--- src/rtl/core/tlf_pkg.sv ---
package tlf_pkg;

	localparam int SUM_W      = 256;
	localparam int CNT_W      = 8;
	localparam int MIN_FIT    = 4;
	localparam int MQS_W      = 5;
	localparam int RTT_W      = 20;
	localparam int RESET_MQS  = 20;
	localparam int RESET_RTT  = 20000;

	localparam logic REG_MAX_QUEUE = 1'b0;
	localparam logic REG_MAX_RTT   = 1'b1;

	typedef enum logic [2:0] {
		ST_FITTED  = 3'd0,
		ST_COLLECT = 3'd1,
		ST_REJECT  = 3'd2,
		ST_STOPPED = 3'd3,
		ST_DEGEN   = 3'd4,
		ST_CLEARED = 3'd5
	} status_t;

	typedef enum logic [3:0] {
		MUL_XX,
		MUL_XY,
		MUL_N_SXX,
		MUL_SX_SX,
		MUL_N_SXY,
		MUL_SX_SY,
		MUL_SXX_SY,
		MUL_SXY_SX,
		MUL_SYS0_D,
		MUL_NA_DEV0
	} mul_op_t;

	typedef enum logic {
		DIV_SLOPE,
		DIV_ICPT
	} div_sel_t;

	typedef enum logic [3:0] {
		S_IDLE,
		S_CHECK,
		S_DROP,
		S_BACK,
		S_PUSH,
		S_WRD,
		S_WTAKE,
		S_MUL_GO,
		S_MUL_WAIT,
		S_CHKD,
		S_DIV_GO,
		S_DIV_WAIT,
		S_FINISH
	} state_t;

	typedef struct packed {
		logic     load;
		logic     clear_win;
		logic     drop;
		logic     back;
		logic     push;
		logic     rd_k;
		logic     take_k;
		logic     mul_start;
		mul_op_t  mul_op;
		logic     div_start;
		div_sel_t div_sel;
		logic     emit;
		status_t  code;
	} cmd_t;

	typedef struct packed {
		logic kind;
		logic rtt_over;
		logic fit_next;
		logic last_k;
		logic mul_done;
		logic div_done;
		logic d_bad;
		logic out_free;
	} stat_t;

endpackage

--- src/rtl/core/tlf_ctrl.sv ---
module tlf_ctrl #(
	parameter int MAX_REJECTS = 5
) (
	input  logic           clk,
	input  logic           arst_n,
	input  logic           in_valid,
	output logic           in_ready,
	input  tlf_pkg::stat_t st,
	output tlf_pkg::cmd_t  cmd
);

	localparam int RJW = (MAX_REJECTS > 0) ? $clog2(MAX_REJECTS + 1) : 1;

	tlf_pkg::state_t   state_q, state_d;
	tlf_pkg::mul_op_t  op_q, op_d;
	tlf_pkg::div_sel_t sel_q, sel_d;
	tlf_pkg::status_t  code_q, code_d;
	logic [RJW-1:0]    rj_q, rj_d;
	logic              stopped_q, stopped_d;

	always_ff @(posedge clk or negedge arst_n) begin
		if (!arst_n) begin
			state_q   <= tlf_pkg::S_IDLE;
			op_q      <= tlf_pkg::MUL_XX;
			sel_q     <= tlf_pkg::DIV_SLOPE;
			code_q    <= tlf_pkg::ST_CLEARED;
			rj_q      <= '0;
			stopped_q <= 1'b0;
		end else begin
			state_q   <= state_d;
			op_q      <= op_d;
			sel_q     <= sel_d;
			code_q    <= code_d;
			rj_q      <= rj_d;
			stopped_q <= stopped_d;
		end
	end

	always_comb begin
		state_d     = state_q;
		op_d        = op_q;
		sel_d       = sel_q;
		code_d      = code_q;
		rj_d        = rj_q;
		stopped_d   = stopped_q;
		cmd         = '0;
		cmd.mul_op  = op_q;
		cmd.div_sel = sel_q;
		cmd.code    = code_q;
		in_ready    = 1'b0;
		case (state_q)
			tlf_pkg::S_IDLE: begin
				in_ready = 1'b1;
				if (in_valid) begin
					cmd.load = 1'b1;
					state_d  = tlf_pkg::S_CHECK;
				end
			end
			tlf_pkg::S_CHECK: begin
				if (st.kind) begin
					cmd.clear_win = 1'b1;
					rj_d      = '0;
					stopped_d = 1'b0;
					code_d    = tlf_pkg::ST_CLEARED;
					state_d   = tlf_pkg::S_FINISH;
				end else if (stopped_q) begin
					code_d  = tlf_pkg::ST_STOPPED;
					state_d = tlf_pkg::S_FINISH;
				end else if (st.rtt_over) begin
					if (rj_q >= RJW'(MAX_REJECTS)) begin
						stopped_d = 1'b1;
					end else begin
						rj_d = rj_q + 1'b1;
					end
					code_d  = tlf_pkg::ST_REJECT;
					state_d = tlf_pkg::S_FINISH;
				end else begin
					rj_d    = '0;
					state_d = tlf_pkg::S_DROP;
				end
			end
			tlf_pkg::S_DROP: begin
				cmd.drop = 1'b1;
				state_d  = tlf_pkg::S_BACK;
			end
			tlf_pkg::S_BACK: begin
				cmd.back = 1'b1;
				state_d  = tlf_pkg::S_PUSH;
			end
			tlf_pkg::S_PUSH: begin
				cmd.push = 1'b1;
				if (st.fit_next) begin
					state_d = tlf_pkg::S_WRD;
				end else begin
					code_d  = tlf_pkg::ST_COLLECT;
					state_d = tlf_pkg::S_FINISH;
				end
			end
			tlf_pkg::S_WRD: begin
				cmd.rd_k = 1'b1;
				state_d  = tlf_pkg::S_WTAKE;
			end
			tlf_pkg::S_WTAKE: begin
				cmd.take_k = 1'b1;
				op_d       = tlf_pkg::MUL_XX;
				state_d    = tlf_pkg::S_MUL_GO;
			end
			tlf_pkg::S_MUL_GO: begin
				cmd.mul_start = 1'b1;
				state_d       = tlf_pkg::S_MUL_WAIT;
			end
			tlf_pkg::S_MUL_WAIT: begin
				if (st.mul_done) begin
					case (op_q)
						tlf_pkg::MUL_XY: begin
							if (st.last_k) begin
								op_d    = tlf_pkg::MUL_N_SXX;
								state_d = tlf_pkg::S_MUL_GO;
							end else begin
								state_d = tlf_pkg::S_WRD;
							end
						end
						tlf_pkg::MUL_SX_SX: begin
							state_d = tlf_pkg::S_CHKD;
						end
						tlf_pkg::MUL_NA_DEV0: begin
							sel_d   = tlf_pkg::DIV_SLOPE;
							state_d = tlf_pkg::S_DIV_GO;
						end
						default: begin
							op_d    = tlf_pkg::mul_op_t'(op_q + 4'd1);
							state_d = tlf_pkg::S_MUL_GO;
						end
					endcase
				end
			end
			tlf_pkg::S_CHKD: begin
				if (st.d_bad) begin
					code_d  = tlf_pkg::ST_DEGEN;
					state_d = tlf_pkg::S_FINISH;
				end else begin
					op_d    = tlf_pkg::MUL_N_SXY;
					state_d = tlf_pkg::S_MUL_GO;
				end
			end
			tlf_pkg::S_DIV_GO: begin
				cmd.div_start = 1'b1;
				state_d       = tlf_pkg::S_DIV_WAIT;
			end
			tlf_pkg::S_DIV_WAIT: begin
				if (st.div_done) begin
					if (sel_q == tlf_pkg::DIV_SLOPE) begin
						sel_d   = tlf_pkg::DIV_ICPT;
						state_d = tlf_pkg::S_DIV_GO;
					end else begin
						code_d  = tlf_pkg::ST_FITTED;
						state_d = tlf_pkg::S_FINISH;
					end
				end
			end
			tlf_pkg::S_FINISH: begin
				if (st.out_free) begin
					cmd.emit = 1'b1;
					state_d  = tlf_pkg::S_IDLE;
				end
			end
			default: begin
				state_d = tlf_pkg::S_IDLE;
			end
		endcase
	end

	a_stop_run: assert property (@(posedge clk) disable iff (!arst_n)
		stopped_q |-> (rj_q == RJW'(MAX_REJECTS)))
		else $error("stop set without a full run of rejects");

	a_mul_done: assert property (@(posedge clk) disable iff (!arst_n)
		st.mul_done |-> (state_q == tlf_pkg::S_MUL_WAIT))
		else $error("multiplier finished outside its wait state");

	a_div_done: assert property (@(posedge clk) disable iff (!arst_n)
		st.div_done |-> (state_q == tlf_pkg::S_DIV_WAIT))
		else $error("divider finished outside its wait state");

endmodule

--- config.mk ---
export PLATFORM = sky130hd
export DESIGN_NAME = tlf_ctrl
export DESIGN_NICKNAME = d
export VERILOG_FILES = /design/src/rtl/core/tlf_pkg.sv /design/src/rtl/core/tlf_ctrl.sv
export SDC_FILE = /design/constraint.sdc
export NUM_CORES = 1
export LEC_CHECK = 0
export BUFFER_PORTS_ARGS = -buffer_cell sky130_fd_sc_hd__buf_2
export CORE_ASPECT_RATIO = 0.6
export CORE_MARGIN = 2
export CORE_UTILIZATION = 58
export DETAILED_ROUTE_END_ITERATION = 8
export PLACE_DENSITY_LB_ADDON = 0.05
export SLEW_MARGIN = 30
export SYNTH_ARGS = -nofsm -noshare
export SYNTH_HDL_FRONTEND = slang
export SYNTH_SLANG_ARGS = --single-unit
--- constraint.sdc ---
create_clock -name clk -period 2.5 [get_ports clk]
set_clock_uncertainty 0.1 [all_clocks]
set_input_delay 0 -clock clk [delete_from_list [all_inputs] [get_ports clk]]
set_output_delay 0 -clock clk [all_outputs]
set_load 0.005 [all_outputs]
==> impl_metrics.toml <==
[floorplanning]
num_rows = 13
die-area_um2 = 2857
start_util_pct = 63.34
die_h_um = 42.21
core_area_um2 = 2228
ioPinCount = 30
die_x_um = 67.69

[logic_synthesis]
syn_area_um2 = 1411
ys_seq_elements = 16
synth_top_family_by_area = "simple AND/OR/NAND/NOR gates"
yosysTopAreaCellShare_pct = 24.82
synth_compound_area_share_pct = 27.30
ys.warnings.count = 0
ys_types = 57
synth-simple-area-share_pct = 27.48
syn_inst = 167
ys_async_sr_fraction_pct = 100.0
synth_edf_count = 0
ys_seq_area_share_pct = 28.55
synth.avg_cell_area_um2 = 8.451
synth_nets = 182
synthMuxAreaShare_pct = 3.103
synth_fa_ha_area_share_pct = 3.546
synth_xor_area_share_pct = 0.6206
yosysTopAreaCell = "dfrtp_1"
synth_flop_cell = "dfrtp_1"
ys_top_cells_by_area = "dfrtp_1 (25%), o21ai_0 (5.3%), dfstp_2 (3.7%), ha_1 (3.5%), nor4b_4 (3.4%)"

[clock_network]
cts_setup_buffers = 0
htree_levels = 1
cts_hold_buf = 3
cts-root-buf = "clkbuf_8"
cts_buffers = 3
cts_buffer_depth = 2
clk_latency_ns = 0.25
cts_tree = "done"
clk_pin_slew_ns = 0.07
cts.sinks = 16
cts_resized = 0

[critical_path]
endpoint_kind = "flip-flop"
crit_type = "flip-flop to flip-flop"
cp_max_fo = 21
reg2regPathDepth = 4
cp-start-kind = "flip-flop"
cp.required_ns = 2.54
rrSetupSlack_ns = 0.39
worstReg2RegStart = "state_q[2]"
r2r_end = "code_q[1]"
arrival_ns = 2.15

[power_and_ir_drop]
total_power_uw = 1856
leakage_uw = 0.0007223
power.density_nw_per_um2 = 1150
ir_drop_mv = 0.5663

[routing]
viasPerCell = 6.396
drt_pass1_iterations = 5
drt_iter0_markers = 180
routedWlPerCell_um = 17.20
antenna_left = 0
vias = 1439
drc = 0
finalWirelength_um = 3871

[run]
max_cap_violations = 0

[timing]
worstMarginPinSlew_ns = 0.7371
rsz0062_at_grt = "false"
slew_headroom_pct = 50.86
max_freq_mhz = 472.9
setup_tns_ns = 0
period_minus_slack_ns = 2.115
drv_slew = 0
hold_viol_final = 0
setup_viol = 0
period_share_pct = 84.59

[finish]
nFillCells = 190
diodes = 0
nets = 211
drive_above_1_share_pct = 26.15
syn_to_final_growth_pct = 14.36

[place]
post-dp-hpwl_um = 2906
portBuffers = 29
gp_congestion = 0.9910

[global_routing]
antenna_found_initial = 0
grt_max_degree = 25
grt_pass1_wl_um = 6168
gr-usage-all-layers_pct = 28.93
overflow = 0
grt_pass1_vias = 1328

[min_path]
hp-start = "st[6]"
holdPathEnd = "rj_q[1]"
hold_depth = 3
hold_path_class = "primary input to flip-flop"

[status]
status = "completed"
[cell usage in the layout, fill, tap and decap left out, types with 5 or more instances in the layout]
| master | n |
|---|---|
| buf_2 | 29 |
| o21ai_0 | 15 |
| dfrtp_1 | 14 |
| inv_1 | 12 |
| nor2_1 | 12 |
| nand2_1 | 10 |
| a21oi_1 | 7 |
| nor3_1 | 6 |
| nand2b_1 | 5 |
| nor2b_1 | 5 |
[state kept, by name (all words and copies together), names as in the netlist]
| register | count |
|---|---|
| code_q | 3 |
| state_q | 4 |
| rj_q | 3 |
| sel_q | 1 |
| stopped_q | 1 |
| op_q | 4 |
[routing by layer]
| layer | share of wire (%) | vias to the layer above | track usage, % | wire length (um) |
|---|---|---|---|---|
| met2 | 42 | 85 | 39.41 | 1621 |
| met4 | 0.80 | 0 | 6.122 | 31 |
| li1 | - | 666 | - | - |
| met1 | 48 | 682 | 44.20 | 1854 |
| met5 | 0 | - | 0 | 0 |
| met3 | 9.4 | 6 | 8.871 | 363 |
[synthesized netlist by cell type (all sizes together), types with 3 or more instances]
| master | n |
|---|---|
| o21ai | 18 |
| dfrtp | 14 |
| inv | 12 |
| nor2 | 12 |
| nand2 | 10 |
| buf | 9 |
| a21oi | 7 |
| nand2b | 6 |
| nor3 | 6 |
| nor2b | 5 |
| and2 | 4 |
| ha | 4 |
| a31oi | 3 |
| a32oi | 3 |
| mux2 | 3 |
| nand3 | 3 |
| nor3b | 3 |
| o31ai | 3 |
[worst max path at each step]
| stage | to | from | slack (ns) | cells past startpoint |
|---|---|---|---|---|
| 2_1_floorplan | state_q[3] | state_q[0] | 0.83 | 5 |
| 3_3_place_gp | code_q[1] | state_q[2] | 0.58 | 4 |
| 3_5_place_dp | code_q[1] | state_q[2] | 0.41 | 4 |
| 4_1_cts | code_q[1] | state_q[2] | 0.39 | 4 |
| 5_1_grt | code_q[1] | state_q[2] | 0.24 | 4 |
| 6_report | code_q[1] | state_q[2] | 0.39 | 4 |
[kinds of logic (layout without fill, tap and decap cells)]
logic type,Yosys count,count (layout)
and+or+nand+nor,63,63
adders and majority gates,4,4
muxes,4,4
DFF,16,16
AOI/OAI and AO/OA,56,56
buffers and inverters,23,51
xor gates and xnor gates,1,1
[layout make-up]
type | instances | area (um2) | area share (%)
Inverter | 12 | 45.04 | 2.791
Clock buffer | 4 | 55.05 | 3.411
Tap cell | 30 | 37.54 | 2.326
Sequential cell | 16 | 402.9 | 24.96
Multi-Input combinational cell | 128 | 875.8 | 54.26
Timing Repair Buffer | 35 | 197.7 | 12.25
[through the flow]
step | hold WS (ns) | util, % | area, um2 | instances | setup WS (ns)
global route | 0.05094 | 72.43 | 1614 | 225 | 0.2407
finish | 0.009244 | 72.43 | 1614 | 225 | 0.3853
detailed placement | -0.1629 | 68.61 | 1529 | 218 | 0.4083
CTS | 0.01212 | 72.43 | 1614 | 225 | 0.3893
global placement | -0.1591 | 68.61 | 1529 | 218 | 0.5759
floorplan | -0.3956 | - | 1411 | 167 | 0.8330
[critical path, cell delays in order (launching register included)]
cell,delay [ns]
dfrtp_1,0.82
nand2b_1,0.28
nor4_1,0.37
o21ai_2,0.15
mux2_2,0.28
[power by group]
| group | internal, uW | switching, uW |
|---|---|---|
| Clock | 140 | 94.0 |
| Combinational | 467 | 625 |
| Sequential | 370 | 161 |
| Total | 977 | 880 |
No activity file was read; power rests on OpenSTA's default activity.
